### config.mk
export PLATFORM = sky130hd
export DESIGN_NAME = spp_front
export DESIGN_NICKNAME = d
export VERILOG_FILES = /design/src/rtl/spp_pkg.sv /design/src/rtl/spp_front.sv
export SDC_FILE = /design/constraint.sdc
export NUM_CORES = 1
export LEC_CHECK = 0
export BUFFER_PORTS_ARGS = -buffer_cell sky130_fd_sc_hd__buf_2
export CORE_MARGIN = 5
export CORE_UTILIZATION = 55
export DETAILED_ROUTE_END_ITERATION = 12
export GPL_ROUTABILITY_DRIVEN = 0
export HOLD_SLACK_MARGIN = 0.05
export PLACE_DENSITY_LB_ADDON = 0.08
export SYNTH_ARGS = -nofsm -noshare
export SYNTH_HDL_FRONTEND = slang
export SYNTH_SLANG_ARGS = --single-unit
### constraint.sdc
create_clock -name clk -period 9.75 [get_ports clk]
set_clock_uncertainty 0.05 [all_clocks]
set_input_delay 0.975 -clock clk [delete_from_list [all_inputs] [get_ports clk]]
set_output_delay 0.975 -clock clk [all_outputs]
set_load 0.02 [all_outputs]
### src/rtl/spp_pkg.sv
package spp_pkg;

  localparam int MAX_BINS  = 2048;
  localparam int EHW       = 2;
  localparam int WIN_DEPTH = 2 * EHW + 1;
  localparam int BIN_W     = $clog2(MAX_BINS);
  localparam int NB_W      = 12;
  localparam int VAL_W     = 17;
  localparam int ESUM_W    = 19;
  localparam int SUM_W     = VAL_W + $clog2(WIN_DEPTH);
  localparam int QDEPTH    = 2;

  localparam logic [NB_W-1:0]   NUM_BINS_RESET  = 12'd2048;
  localparam logic [VAL_W-1:0]  THRESHOLD_RESET = 17'd32768;
  localparam logic [ESUM_W-1:0] ESUM_MAX        = 19'd524287;

  typedef enum logic [0:0] {
    REG_NUM_BINS  = 1'b0,
    REG_THRESHOLD = 1'b1
  } cfg_reg_t;

  typedef struct packed {
    logic [16:0] confidence;
    logic [16:0] energy;
  } in_item_t;

  typedef struct packed {
    logic        detection_valid;
    logic [23:0] bin_position;
    logic [16:0] frequency_q4;
    logic [16:0] peak_confidence;
    logic [18:0] peak_energy;
    logic [31:0] frame_index;
    logic        last_of_frame;
  } out_item_t;

  typedef struct packed {
    logic              det;
    logic              last;
    logic [BIN_W-1:0]  c;
    logic [BIN_W-1:0]  nm1;
    logic [VAL_W-1:0]  conf_c;
    logic [VAL_W-1:0]  conf_l;
    logic [VAL_W-1:0]  conf_r;
    logic [ESUM_W-1:0] esum;
    logic [31:0]       frame;
  } job_t;

  typedef enum logic [3:0] {
    ST_IDLE,
    ST_OFS_SETUP,
    ST_DIV,
    ST_DIV_END,
    ST_SQ,
    ST_POLY,
    ST_CONF,
    ST_FRQ_SETUP,
    ST_EXP,
    ST_POW,
    ST_LINH,
    ST_LIN,
    ST_SCALE,
    ST_DONE
  } back_state_t;

  localparam logic [24:0] ONE_Q24      = 25'd16777216;
  localparam logic [23:0] LN2_Q24      = 24'd11629080;
  localparam logic [18:0] LOG2_250_Q16 = 19'd522046;
  localparam logic [16:0] FREQ_MAX     = 17'd80000;

  function automatic logic [24:0] pow2_frac(input logic [2:0] idx);
    logic [24:0] v;
    case (idx)
      3'd0: v = 25'd23726566;
      3'd1: v = 25'd19951585;
      3'd2: v = 25'd18295684;
      3'd3: v = 25'd17520007;
      3'd4: v = 25'd17144589;
      3'd5: v = 25'd16959908;
      3'd6: v = 25'd16868315;
      3'd7: v = 25'd16822704;
      default: v = ONE_Q24;
    endcase
    return v;
  endfunction

endpackage

### src/rtl/spp_front.sv
module spp_front (
  input  logic              clk,
  input  logic              rst,
  input  logic              in_valid,
  output logic              in_stall,
  input  spp_pkg::in_item_t in_data,
  input  logic              cfg_we,
  input  logic [0:0]        cfg_index,
  input  logic [16:0]       cfg_data,
  input  logic              q_full,
  output logic              push,
  output spp_pkg::job_t     push_job
);
  import spp_pkg::*;

  logic [VAL_W-1:0] conf_win [WIN_DEPTH];
  logic [VAL_W-1:0] en_win   [WIN_DEPTH];
  logic [VAL_W-1:0] conf_win_next [WIN_DEPTH];
  logic [VAL_W-1:0] en_win_next   [WIN_DEPTH];
  logic [BIN_W-1:0] bin_counter;
  logic [31:0]      frame_counter;
  logic [NB_W-1:0]  num_bins;
  logic [VAL_W-1:0] threshold;

  logic [BIN_W-1:0] nm1;
  logic             last;
  logic             accept;

  logic             cand   [1:EHW];
  logic [BIN_W-1:0] cand_c [1:EHW];
  logic [SUM_W-1:0] cand_e [1:EHW];

  assign in_stall = q_full;
  assign accept   = in_valid && !q_full;

  always_comb begin
    conf_win_next[0] = in_data.confidence;
    en_win_next[0]   = in_data.energy;
    for (int i = 1; i < WIN_DEPTH; i++) begin
      conf_win_next[i] = conf_win[i-1];
      en_win_next[i]   = en_win[i-1];
    end
  end

  always_comb begin
    if (num_bins < NB_W'(3)) begin
      nm1 = BIN_W'(2);
    end else if (num_bins > NB_W'(MAX_BINS)) begin
      nm1 = BIN_W'(MAX_BINS - 1);
    end else begin
      nm1 = BIN_W'(num_bins - 1'b1);
    end
  end

  assign last = (bin_counter >= nm1);

  always_comb begin
    logic [VAL_W-1:0] cc, ll, rr;
    logic [SUM_W-1:0] acc;
    for (int d0 = 1; d0 <= EHW; d0++) begin
      cand_c[d0] = bin_counter - BIN_W'(d0);
      cc = conf_win_next[d0];
      ll = conf_win_next[d0+1];
      rr = conf_win_next[d0-1];
      cand[d0] = (bin_counter >= BIN_W'(d0)) && (cand_c[d0] != '0) && (cand_c[d0] < nm1)
                 && (cc >= threshold) && (cc > ll) && (cc > rr);
      acc = '0;
      for (int s = 0; s < WIN_DEPTH; s++) begin
        if ((bin_counter >= BIN_W'(s)) && (s + EHW >= d0) && (s <= d0 + EHW)
            && ((bin_counter - BIN_W'(s)) <= nm1)) begin
          acc = acc + SUM_W'(en_win_next[s]);
        end
      end
      cand_e[d0] = acc;
    end
  end

  always_comb begin
    logic             found;
    logic [SUM_W-1:0] esel;
    found    = 1'b0;
    esel     = '0;
    push_job = '0;
    for (int d0 = EHW; d0 >= 1; d0--) begin
      if (!found && cand[d0] && (last || d0 == EHW)) begin
        found           = 1'b1;
        push_job.c      = cand_c[d0];
        push_job.conf_c = conf_win_next[d0];
        push_job.conf_l = conf_win_next[d0+1];
        push_job.conf_r = conf_win_next[d0-1];
        esel            = cand_e[d0];
      end
    end
    push_job.det   = found;
    push_job.last  = last;
    push_job.nm1   = nm1;
    push_job.frame = frame_counter;
    push_job.esum  = (esel > SUM_W'(ESUM_MAX)) ? ESUM_MAX : ESUM_W'(esel);
    push           = accept && (found || last);
  end

  always_ff @(posedge clk) begin
    if (rst) begin
      for (int i = 0; i < WIN_DEPTH; i++) begin
        conf_win[i] <= '0;
        en_win[i]   <= '0;
      end
      bin_counter   <= '0;
      frame_counter <= '0;
      num_bins      <= NUM_BINS_RESET;
      threshold     <= THRESHOLD_RESET;
    end else begin
      if (cfg_we) begin
        case (cfg_index)
          REG_NUM_BINS:  num_bins  <= cfg_data[NB_W-1:0];
          REG_THRESHOLD: threshold <= cfg_data;
          default: ;
        endcase
      end
      if (accept) begin
        conf_win <= conf_win_next;
        en_win   <= en_win_next;
        if (last) begin
          bin_counter   <= '0;
          frame_counter <= frame_counter + 1'b1;
        end else begin
          bin_counter <= bin_counter + 1'b1;
        end
      end
    end
  end

endmodule

==> impl_results.md <==
- Status: finished, violations left
- Violated checks: negative setup slack
- Routed Antenna Nets: 0
- Sw Pwr: 0.8327 mW
- TritonCTS clock tree: done
- WL final: 52.22 mm
- Clock buffer depth: 2
- Die area: 33090 um2
- Cell-internal power: 1.660 mW
- Clock transition at path regs: 0.07 ns
- Max incr delay on CP: 0.55 ns
- IO Pins: 185
- CP max stage cell: or4_4
- Critical path class: register to output port
- Yosys warns: 0
- Worst setup margin: -0.7317 ns
- Num CTS Buffers: 17
- Max-cap violations: 0
- Synth Cell Area: 16250 um2
- Yosys top cell area share: 23.52%
- Max Slew Vio Count: 0
- Die span in y: 181.9 um
- IO Port Bufs: 184
- Clk network pwr share: 30.2%
- Hold Vio Cnt, Final: 0
- Async SR Flop Fraction: 0%
- Hold Path Class: register to register
- Drt pass-1 iters: 5
- Crit. Startpoint: num_bins[4]
- Residual DRC: 0
- Rel. slew slack: 25.75%
- Initial antenna violation count: 4
- Row cnt: 63
- FF-to-FF path depth: 20
- Setup violations, final: 19
- Vias/cell: 5.815
- Detailed Route Iter0 Violations: 1416
- CP most frequent cell: buf_4
- Sequential power share: 32.6%
- Filler Cell Count: 2369
- Sw frac: 33.40%
- Pin count of the biggest net entering global routing: 111
- Post-synth EDFFs: 0
- Endpoint type of the worst setup path: output port
- DR WL/cell: 17.67 um
- Post-CTS Hold Buffers: 0
- Final HPWL DP: 38.34 mm
- CTS root buffer: clkbuf_16
- FMAX: 0.09540 GHz
- Placed cell count: 2884
- Initial Utilization: 55.28%
- Final core occ: 71.13%
- R2R Path Start: num_bins[4]
- Dpl ws: -0.5447 ns
- Main flop type after synthesis: dfxtp_1
- #FFs+latches synth: 191
- Reg2Reg Setup Slack: 5.03 ns
- Commonest non-fill, non-tap cells in the layout: nand2_1 (439), buf_4 (272), a21oi_1 (227)
- Crit-path max FO: 5
- CTS H-tree depth: 4
- Worst path arrival time: 9.46 ns
- CP required: 8.73 ns
- Synth top area cells: dfxtp_1 (24%), ha_1 (17%), nand2_1 (10%), a21oi_1 (7.8%), xnor2_1 (3.7%)
- Post-Layout Cell Count: 2955
- GRT Overall Usage: 30.48%
- Share of cells above drive strength 1: 26.56%
- First-pass GRT wire length: 84.77 mm
- GRT Residual Overflow: 0
- Fin nets: 2832
- Core area: 29400 um2
- Cell count after synthesis: 2185
- Crit path time final: 10.48 ns
- Vias post-DR: 17.18k
- Unrepaired setup endpoints after global routing: yes
- Netlist cell types: 90
- Syn Nets: 2465
- CP endpoint: push_job[50]
- Layout area overhead: 28.67%
- VDD IR max: 0.09034 mV
- Register area share after synthesis: 23.52%
- Fin Setup TNS: -11.94 ns
- CTS Sinks: 191
- Startpoint Class: register
- Most common cell after layout, fill and taps aside: nand2_1
- Power Dens Cells: 119.2 nW/um2
- Final Cycle Share: 107.5%
- Clock latency on the worst-skew pair: 0.45 ns
- Worst reg2reg path endpoint: frame_counter[30]
- Pleak: 9.206 nW
- Vias in the first global route: 16.72k
- Die width: 181.9 um
- Slew @ Worst Pin: 1.113 ns
- Mean Syn Cell Area: 7.439 um2
- Synth area leader: dfxtp_1
- Comb pwr share: 37.2%
## repair_timing
action,in CTS,in global routing
setup endpoints to repair,19,19
pin swaps,93,33
setup buffers,33,7
gates resized for setup,146,46
## cells by family (layout without fill, tap and decap cells)
family	after synthesis	in the layout	synth area share, %
AO/OA/AOI/OAI	579	579	21.81
XOR/XNOR	117	117	6.304
adder cells (fa/ha/maj)	223	223	17.35
buffers and inverters	227	606	5.619
flip-flops	191	191	23.52
multiplexers	41	41	2.810
other	0	1	0
AND/OR/NAND/NOR	807	807	22.58
## synth_stat cells (34+ instances only)
master and instances:
inv_1 125, a21o_1 35, xnor2_1 69, a21oi_1 252, clkbuf_1 75, ha_1 219, o21ai_0 114, nor2_1 115
nand3_1 44, dfxtp_1 191, nand2_1 447, xor2_1 48, nor3_1 34
## worst max-delay path, delay by kind of cell, from the launching register on
kind	cells	cell delay [ns]
AO/OA/AOI/OAI	15	2.89
XOR/XNOR	2	0.35
adder cells (fa/ha/maj)	4	1.15
buffers and inverters	9	1.43
flip-flops	1	0.32
multiplexers	1	0.37
AND/OR/NAND/NOR	14	2.50
## routing by layer
layer	part of all wire, %	track usage, %
met4	3.0	9.757
met1	45	41.67
met3	6.9	5.228
met5	0.054	0
met2	45	49.05
## registers in the layout, indices dropped and copies added (netlist names)
register and count:
en_win 68, conf_win 51, frame_counter 32, threshold 17, num_bins 12, bin_counter 11
## power by group through the flow
| stage | clock network [mW] | logic (mW) | registers (mW) |
|---|---|---|---|
| global placement | 0 | 0.783 | 0.829 |
| CTS | 0.762 | 0.882 | 0.812 |
| floorplan | 0 | 0.496 | 0.826 |
| global route | 0.793 | 1.01 | 0.814 |
| finish | 0.752 | 0.929 | 0.812 |
| detailed placement | 0 | 0.802 | 0.830 |
## per-stage QoR
stage | total power, mW | hold slack (ns) | instance area [um2]
global route | 2.617 | 0.4238 | 20910
global placement | 1.612 | 0.3914 | 19090
finish | 2.493 | 0.4023 | 20910
CTS | 2.456 | 0.4064 | 20670
detailed placement | 1.632 | 0.3967 | 19090
floorplan | 1.322 | 0.3863 | 16390
## cell type report
type	count	area, um2	area share (%)
clock inverters	10	150.1	0.7179
clock buffers	21	470.5	2.249
diodes	1	2.502	0.01197
well taps	390	488.0	2.333
repair buffers	449	3018	14.43
multi-input cells	1767	12490	59.70
flip-flops and latches	191	3826	18.29
inverters	126	473.0	2.261
## worst min path at each step
stage               slack [ns]    startpoint           end  depth (start not counted)
finish                    0.40  conf_win[45]  conf_win[45]                          2
global route              0.42  conf_win[43]  conf_win[43]                          2
CTS                       0.41  conf_win[49]  conf_win[49]                          2
detailed placement        0.40  conf_win[49]  conf_win[49]                          2
global placement          0.39  conf_win[50]  conf_win[50]                          2
floorplan                 0.39  conf_win[35]  conf_win[35]                          2
Power figures use the tool's default switching activity.
