`src/rtl/spp_pkg.sv`:
```
package spp_pkg;

  localparam int MAX_BINS  = 2048;
  localparam int EHW       = 2;
  localparam int WIN_DEPTH = 2 * EHW + 1;
  localparam int BIN_W     = $clog2(MAX_BINS);
  localparam int NB_W      = 12;
  localparam int VAL_W     = 17;
  localparam int ESUM_W    = 19;
  localparam int SUM_W     = VAL_W + $clog2(WIN_DEPTH);
  localparam int QDEPTH    = 2;

  localparam logic [NB_W-1:0]   NUM_BINS_RESET  = 12'd2048;
  localparam logic [VAL_W-1:0]  THRESHOLD_RESET = 17'd32768;
  localparam logic [ESUM_W-1:0] ESUM_MAX        = 19'd524287;

  typedef enum logic [0:0] {
    REG_NUM_BINS  = 1'b0,
    REG_THRESHOLD = 1'b1
  } cfg_reg_t;

  typedef struct packed {
    logic [16:0] confidence;
    logic [16:0] energy;
  } in_item_t;

  typedef struct packed {
    logic        detection_valid;
    logic [23:0] bin_position;
    logic [16:0] frequency_q4;
    logic [16:0] peak_confidence;
    logic [18:0] peak_energy;
    logic [31:0] frame_index;
    logic        last_of_frame;
  } out_item_t;

  typedef struct packed {
    logic              det;
    logic              last;
    logic [BIN_W-1:0]  c;
    logic [BIN_W-1:0]  nm1;
    logic [VAL_W-1:0]  conf_c;
    logic [VAL_W-1:0]  conf_l;
    logic [VAL_W-1:0]  conf_r;
    logic [ESUM_W-1:0] esum;
    logic [31:0]       frame;
  } job_t;

  typedef enum logic [3:0] {
    ST_IDLE,
    ST_OFS_SETUP,
    ST_DIV,
    ST_DIV_END,
    ST_SQ,
    ST_POLY,
    ST_CONF,
    ST_FRQ_SETUP,
    ST_EXP,
    ST_POW,
    ST_LINH,
    ST_LIN,
    ST_SCALE,
    ST_DONE
  } back_state_t;

  localparam logic [24:0] ONE_Q24      = 25'd16777216;
  localparam logic [23:0] LN2_Q24      = 24'd11629080;
  localparam logic [18:0] LOG2_250_Q16 = 19'd522046;
  localparam logic [16:0] FREQ_MAX     = 17'd80000;

  function automatic logic [24:0] pow2_frac(input logic [2:0] idx);
    logic [24:0] v;
    case (idx)
      3'd0: v = 25'd23726566;
      3'd1: v = 25'd19951585;
      3'd2: v = 25'd18295684;
      3'd3: v = 25'd17520007;
      3'd4: v = 25'd17144589;
      3'd5: v = 25'd16959908;
      3'd6: v = 25'd16868315;
      3'd7: v = 25'd16822704;
      default: v = ONE_Q24;
    endcase
    return v;
  endfunction

endpackage

```
`src/rtl/spp_queue.sv`:
```
module spp_queue (
  input  logic          clk,
  input  logic          rst,
  input  logic          push,
  input  spp_pkg::job_t push_data,
  output logic          full,
  input  logic          pop,
  output spp_pkg::job_t pop_data,
  output logic          empty
);
  import spp_pkg::*;

  localparam int PTR_W = $clog2(QDEPTH);

  job_t             slots [QDEPTH];
  logic [PTR_W-1:0] wr_ptr;
  logic [PTR_W-1:0] rd_ptr;
  logic [PTR_W:0]   count;

  assign full     = (count == (PTR_W+1)'(QDEPTH));
  assign empty    = (count == '0);
  assign pop_data = slots[rd_ptr];

  always_ff @(posedge clk) begin
    if (push) begin
      slots[wr_ptr] <= push_data;
    end
  end

  always_ff @(posedge clk) begin
    if (rst) begin
      wr_ptr <= '0;
      rd_ptr <= '0;
      count  <= '0;
    end else begin
      if (push) begin
        wr_ptr <= (wr_ptr == PTR_W'(QDEPTH - 1)) ? '0 : wr_ptr + 1'b1;
      end
      if (pop) begin
        rd_ptr <= (rd_ptr == PTR_W'(QDEPTH - 1)) ? '0 : rd_ptr + 1'b1;
      end
      if (push && !pop) begin
        count <= count + 1'b1;
      end else if (pop && !push) begin
        count <= count - 1'b1;
      end
    end
  end

endmodule

```
`config.mk`:
```
export PLATFORM = sky130hd
export DESIGN_NAME = spp_queue
export DESIGN_NICKNAME = d
export VERILOG_FILES = /design/src/rtl/spp_pkg.sv /design/src/rtl/spp_queue.sv
export SDC_FILE = /design/constraint.sdc
export NUM_CORES = 1
export LEC_CHECK = 0
export BUFFER_PORTS_ARGS = -buffer_cell sky130_fd_sc_hd__buf_4
export CAP_MARGIN = 5
export CORE_MARGIN = 4
export CORE_UTILIZATION = 24
export CTS_BUF_LIST = sky130_fd_sc_hd__clkbuf_8
export CTS_CLUSTER_SIZE = 30
export DETAILED_ROUTE_END_ITERATION = 10
export GPL_ROUTABILITY_DRIVEN = 0
export PLACE_DENSITY = 0.44
export REMOVE_ABC_BUFFERS = 1
export SYNTH_ARGS = -nofsm -noshare
export SYNTH_HDL_FRONTEND = slang
export SYNTH_SLANG_ARGS = --single-unit
```
`constraint.sdc`:
```
create_clock -name clk -period 7.15 [get_ports clk]
set_input_delay 1.43 -clock clk [delete_from_list [all_inputs] [get_ports clk]]
set_output_delay 1.43 -clock clk [all_outputs]
set_load 0.02 [all_outputs]
```
==> results of run 1 <==
==> worst max-delay path, cell delays in order (launching register included) <==
cell and delay [ns]:
dfxtp_4 1.06, buf_4 0.57, mux2_2 0.40, buf_4 0.16
==> metrics by stage <==
step / setup slack (ns) / TNS (ns)
after global routing: 2.69 / 0
after global placement: 3.48 / 0
after CTS: 2.73 / 0
after floorplan: -0.370 / -46.68
after detailed placement: 3.40 / 0
final: 2.92 / 0
==> cells in the final DEF (no fill, tap or decap) <==
| cell | instances |
|---|---|
| a21oi_1 | 1 |
| and2_4 | 1 |
| buf_12 | 1 |
| buf_4 | 261 |
| clkbuf_8 | 51 |
| clkinv_1 | 10 |
| clkinv_2 | 5 |
| clkinvlp_4 | 1 |
| dfxtp_1 | 4 |
| dfxtp_4 | 1 |
| edfxtp_1 | 252 |
| ha_1 | 1 |
| inv_1 | 17 |
| inv_6 | 1 |
| mux2_2 | 86 |
| mux2_4 | 40 |
| nor2_1 | 5 |
| nor2b_1 | 1 |
| nor2b_4 | 1 |
| o21ai_0 | 1 |
| or3_1 | 1 |
| xnor2_1 | 2 |
| xor2_1 | 2 |
==> registers in the layout, indices dropped and copies added, names as in the netlist, named ones only <==
name	cells
slots	252
rd_ptr	1
count	2
wr_ptr	1
==> where the power goes <==
part / internal [mW] / total, mW / switching [mW]
logic: 0.243 / 0.495 / 0.251
clock network: 0.653 / 1.23 / 0.582
registers: 1.76 / 1.80 / 0.0397
total: 2.66 / 3.53 / 0.873
==> cells by family after synthesis <==
family	Yosys count	share of synthesized area (%)
muxes	126	16.6
buffers and inverters	15	1.18
xor gates and xnor gates	4	0.371
AOI/OAI and AO/OA	2	0.106
adders and majority gates	1	0.132
DFF	257	81.1
and+or+nand+nor	9	0.464
==> final cells by class <==
| type | instances | area [um^2] | area share, % |
|---|---|---|---|
| Sequential cell | 257 | 7670 | 59.8 |
| Clock inverter | 33 | 139 | 1.08 |
| Timing Repair Buffer | 262 | 1980 | 15.4 |
| Clock buffer | 51 | 702 | 5.47 |
| Inverter | 1 | 3.75 | 0.0293 |
| Multi-Input combinational cell | 142 | 1680 | 13.1 |
| Tap cell | 518 | 648 | 5.05 |
==> per-layer routing <==
| metal | global-route usage [%] | wire length, um | part of all wire [%] | vias up |
|---|---|---|---|---|
| met5 | 0 | 0 | 0 | - |
| met4 | 4.66 | 637 | 2.9 | 0 |
| met3 | 4.33 | 1980 | 9.2 | 47 |
| met2 | 16.0 | 10700 | 49 | 178 |
| met1 | 10.9 | 8310 | 38 | 2383 |
| li1 | - | - | - | 2243 |
==> path summary, 6_finish.rpt <==
kind              startpoint       endpoint  slack (ns)  cells after the start
setup reg to reg      wr_ptr   slots[1][20]        4.69                      2
setup / recovery    register  pop_data[118]        2.92                      3
hold / removal      count[1]       count[1]        0.50                      2
hold reg to reg     count[1]       count[1]        0.50                      2
==> results.yml, run 1 <==
run_status:
  status: "completed"
cts:
  cts_setup_buffers: 0
  clk_pin_slew_worst_paths_ns: 0.05
  clk_path_buf_depth: 3
  ctsRootBufferMaster: "clkbuf_8"
  cts.sinks: 257
  clock_latency_ns: 0.58
  cts_tree: "yes"
  cts_resized: 0
  htree_num_levels: 2
  numCtsBuffers: 47
  holdBufCountCts: 0
final_layout:
  diodes: 0
  syn_to_final_growth_pct: 35.7
  fin_nets: 842
  fin_cells: 1264
  postLayoutCoreUtil_pct: 33.0
  final_area_um2: 12800
  drive_above_1_share_pct: 60.2
  fillers: 3778
place:
  numPortBuffers: 257
  place_area_um2: 12000
  dp_cells: 1180
  hpwl_um: 14300
synthesis:
  synth_top_area_cell: "edfxtp_1"
  synth_top_flop_cell: "edfxtp_1"
  async_flop_share_pct: 0
  ys_warn_count: 0
  synth-seq-cells: 257
  synth_edf_count: 252
  synth-seq-area-share_pct: 81.1
  syn_area_um2: 9450
  netlist_instances: 414
  synth_area_leaders: "edfxtp_1 (80%), mux2_2 (10%), mux2_4 (6.4%)"
  synth_most_common_cell: "edfxtp_1"
  synth_cell_types: 16
  synth_top_area_share_pct: 80.1
  syn_avg_cell_area_um2: 22.8
  yosys-top-cells-count: "edfxtp_1 (252), mux2_2 (86), mux2_4 (40)"
sta:
  fmax_mhz: 236
  fin_crit_ns: 4.23
  fin_hold_ws_ns: 0.505
  fin_skew_ns: 0.0133
  finalSetupViolations: 0
  max_slew_margin_pct: 27.1
  finalCritPeriodShare_pct: 59.2
  rsz0062_at_grt: "false"
  hold_violations: 0
  worstMarginPinSlew_ns: 1.09
  drv_slew: 0
floorplan:
  initial_utilization_pct: 24.3
  pin_count: 258
  dieHeight_um: 206
  row_count: 72
  die_x_um: 206
  core_area_um2: 38800
  dieArea_um2: 42600
pwr:
  power_mw: 3.53
  power_density_nw_per_um2: 275
  ir_worst_vdd_mv: 0.135
  leakage_nw: 4.84
drt:
  drt_iter0_drc: 159
  drc: 0
  antenna_left: 0
  routed_wl_um: 21600
  vias_per_cell: 3.84
  dr.pass1.iters: 4
  wire_per_inst_um: 17.1
  dr_total_vias: 4851
critical_path:
  end_kind: "output port"
  critPathArrivalTime_ns: 2.80
  crit_type: "register to output port"
  path_max_fanout: 69
  cp-start-kind: "register"
  required_ns: 5.72
grt:
  antenna_found_initial: 0
  grt_remaining_overflow: 0
  grt_pass1_wl_um: 31400
  grt_max_degree: 70
  grt_pass1_vias: 5518
  grtUsageTotal_pct: 9.76
job:
  cap_violations: 0
worst_hold_path:
  min_path_type: "register to register"
Note: power is estimated with default switching activity, not from simulation.
==> inputs of run 2 (changes only) <==
--- a/config.mk
+++ b/config.mk
@@ -13,7 +13,7 @@
 export CTS_CLUSTER_SIZE = 30
 export DETAILED_ROUTE_END_ITERATION = 10
 export GPL_ROUTABILITY_DRIVEN = 0
-export PLACE_DENSITY = 0.44
+export PLACE_DENSITY = 0.43
 export REMOVE_ABC_BUFFERS = 1
 export SYNTH_ARGS = -nofsm -noshare
 export SYNTH_HDL_FRONTEND = slang
==> constraint.sdc (replaced) <==
create_clock -name clk -period 4 [get_ports clk]
set_input_delay 0.8 -clock clk [delete_from_list [all_inputs] [get_ports clk]]
set_output_delay 0.8 -clock clk [all_outputs]
set_load 0.02 [all_outputs]
==> results.yml, run 2 (synthesis results as in run 1) <==
drt:
  wire_per_inst_um: 17.0
  antenna_left: 0
  vias_per_cell: 3.85
  dr_total_vias: 4848
  drc: 0
  routed_wl_um: 21500
  dr.pass1.iters: 4
  drt_iter0_drc: 151
cts:
  htree_num_levels: 2
  numCtsBuffers: 45
  cts.sinks: 257
  clock_latency_ns: 0.56
  cts_tree: "yes"
  ctsRootBufferMaster: "clkbuf_8"
  clk_pin_slew_worst_paths_ns: 0.06
  cts_resized: 0
  clk_path_buf_depth: 3
  holdBufCountCts: 0
  cts_setup_buffers: 0
critical_path:
  path_delay_family: "buffers and inverters"
  path_max_fanout: 57
  slowest_stage: "buf_4"
  end_kind: "output port"
  crit_type: "register to output port"
  critPathArrivalTime_ns: 2.21
  cp_cell_sequence: "buf_4, mux2_2, buf_4"
  slowest_delay_ns: 0.63
  cp-start-kind: "register"
  reg2reg_from: "wr_ptr"
  required_ns: 3.20
  path_buf_inv: 2
  crit_top_cell: "buf_4"
run_status:
  status: "completed"
final_layout:
  largest_reg_flops: 252
  top_regs: "slots (252), count (2)"
  final_cell_mix: "buf_4 (261), edfxtp_1 (252), mux2_2 (86)"
  syn_to_final_growth_pct: 35.5
  final_common_cell: "buf_4"
  largest-register: "slots"
  fillers: 3813
  fin_cells: 1260
  postLayoutCoreUtil_pct: 33.0
  fin_nets: 841
  drive_above_1_share_pct: 59.6
  multi_input_area_um2: 1680
  ff_latch_area_um2: 7670
pwr:
  clkPwrFrac_pct: 34.6
  internal_power_mw: 4.75
  p_sw_share_pct: 24.3
  p_seq_share_pct: 50.7
  leakage_nw: 4.84
  p_sw_mw: 1.53
  ir_worst_vdd_mv: 0.236
  power_density_nw_per_um2: 490
  combPwrFrac_pct: 14.6
place:
  hpwl_um: 13800
  dp_cells: 1181
  numPortBuffers: 257
grt:
  grt_max_degree: 70
  grt_pass1_vias: 5548
  grtUsageTotal_pct: 9.76
  busiest_layer: "met2"
  grt_util_met1_pct: 10.5
  antenna_found_initial: 1
  grt_remaining_overflow: 0
  met2_usage_pct: 16.2
  grt_pass1_wl_um: 31400
  met3_usage_pct: 4.52
sta:
  max_slew_margin_pct: 34.2
  drv_slew: 0
  rsz0062_at_grt: "false"
  fin_hold_ws_ns: 0.421
  fin_setup_tns_ns: 0
  fin_skew_ns: 0.0148
  finalCritPeriodShare_pct: 75.2
  hold_violations: 0
  fmax_mhz: 332
  worstMarginPinSlew_ns: 0.987
  finalSetupViolations: 0
  fin_crit_ns: 3.01
floorplan:
  initial_utilization_pct: 24.3
  row_count: 72
  dieHeight_um: 206
  pin_count: 258
  core_area_um2: 38800
  die_x_um: 206
  dieArea_um2: 42600
worst_hold_path:
  min_path_type: "primary input to register"
  min_from: "push_data[34]"
job:
  cap_violations: 0
==> run 2: changes by cell type in the layout (fill, tap and decap cells not counted) <==
cell,delta
clkinvlp_4,-1
clkinv_1,-2
buf_12,+1
inv_1,+4
clkbuf_8,-6
bufinv_16,+2
clkinv_2,-2
inv_6,-1
diode_2,+1
==> run 2: path summary, 6_finish.rpt <==
path | end | slack (ns) | cells past startpoint
worst min register to register | count[1] | 0.51 | 2
worst max register to register | slots[1][89] | 2.23 | 2
worst min-delay path | slots[1][34] | 0.42 | 1
worst max-delay path | pop_data[25] | 0.99 | 3
==> run 2: metal layers <==
metal / wire (um) / vias up
met2: 10500 / 184
met1: 8180 / 2377
met5: 15 / -
li1: - / 2238
met3: 2100 / 47
met4: 651 / 2
==> run 2: area by class of cell <==
class,count,area share (%)
antenna,1,0.0195
clock buffer,45,4.84
sequential,257,59.9
timing repair buffer,263,15.6
clock inverter,33,1.41
inverter,1,0.0293
tap,518,5.06
multi-input combinational,142,13.1
==> run 2: power by group through the flow <==
stage	registers (mW)	clock network, mW	logic, mW
2_1_floorplan	3.29	0	0.487
3_3_place_gp	3.24	0	0.927
3_5_place_dp	3.24	0	0.940
4_1_cts	3.19	2.32	0.945
5_1_grt	3.20	2.43	0.986
6_report	3.19	2.17	0.919
==> run 2: through the flow <==
| step | power (mW) | instance area, um^2 | setup WS [ns] |
|---|---|---|---|
| floorplan | 3.78 | 9340 | -2.89 |
| global placement | 4.16 | 12000 | 1.59 |
| detailed placement | 4.18 | 12000 | 1.53 |
| CTS | 6.45 | 12800 | 0.865 |
| global route | 6.61 | 12800 | 0.872 |
| finish | 6.28 | 12800 | 0.990 |
==> run 2: worst reg2reg max path, cell delays in order (launching register included) <==
cell and delay (ns):
dfxtp_1 0.40, and2_4 0.50, buf_4 0.49
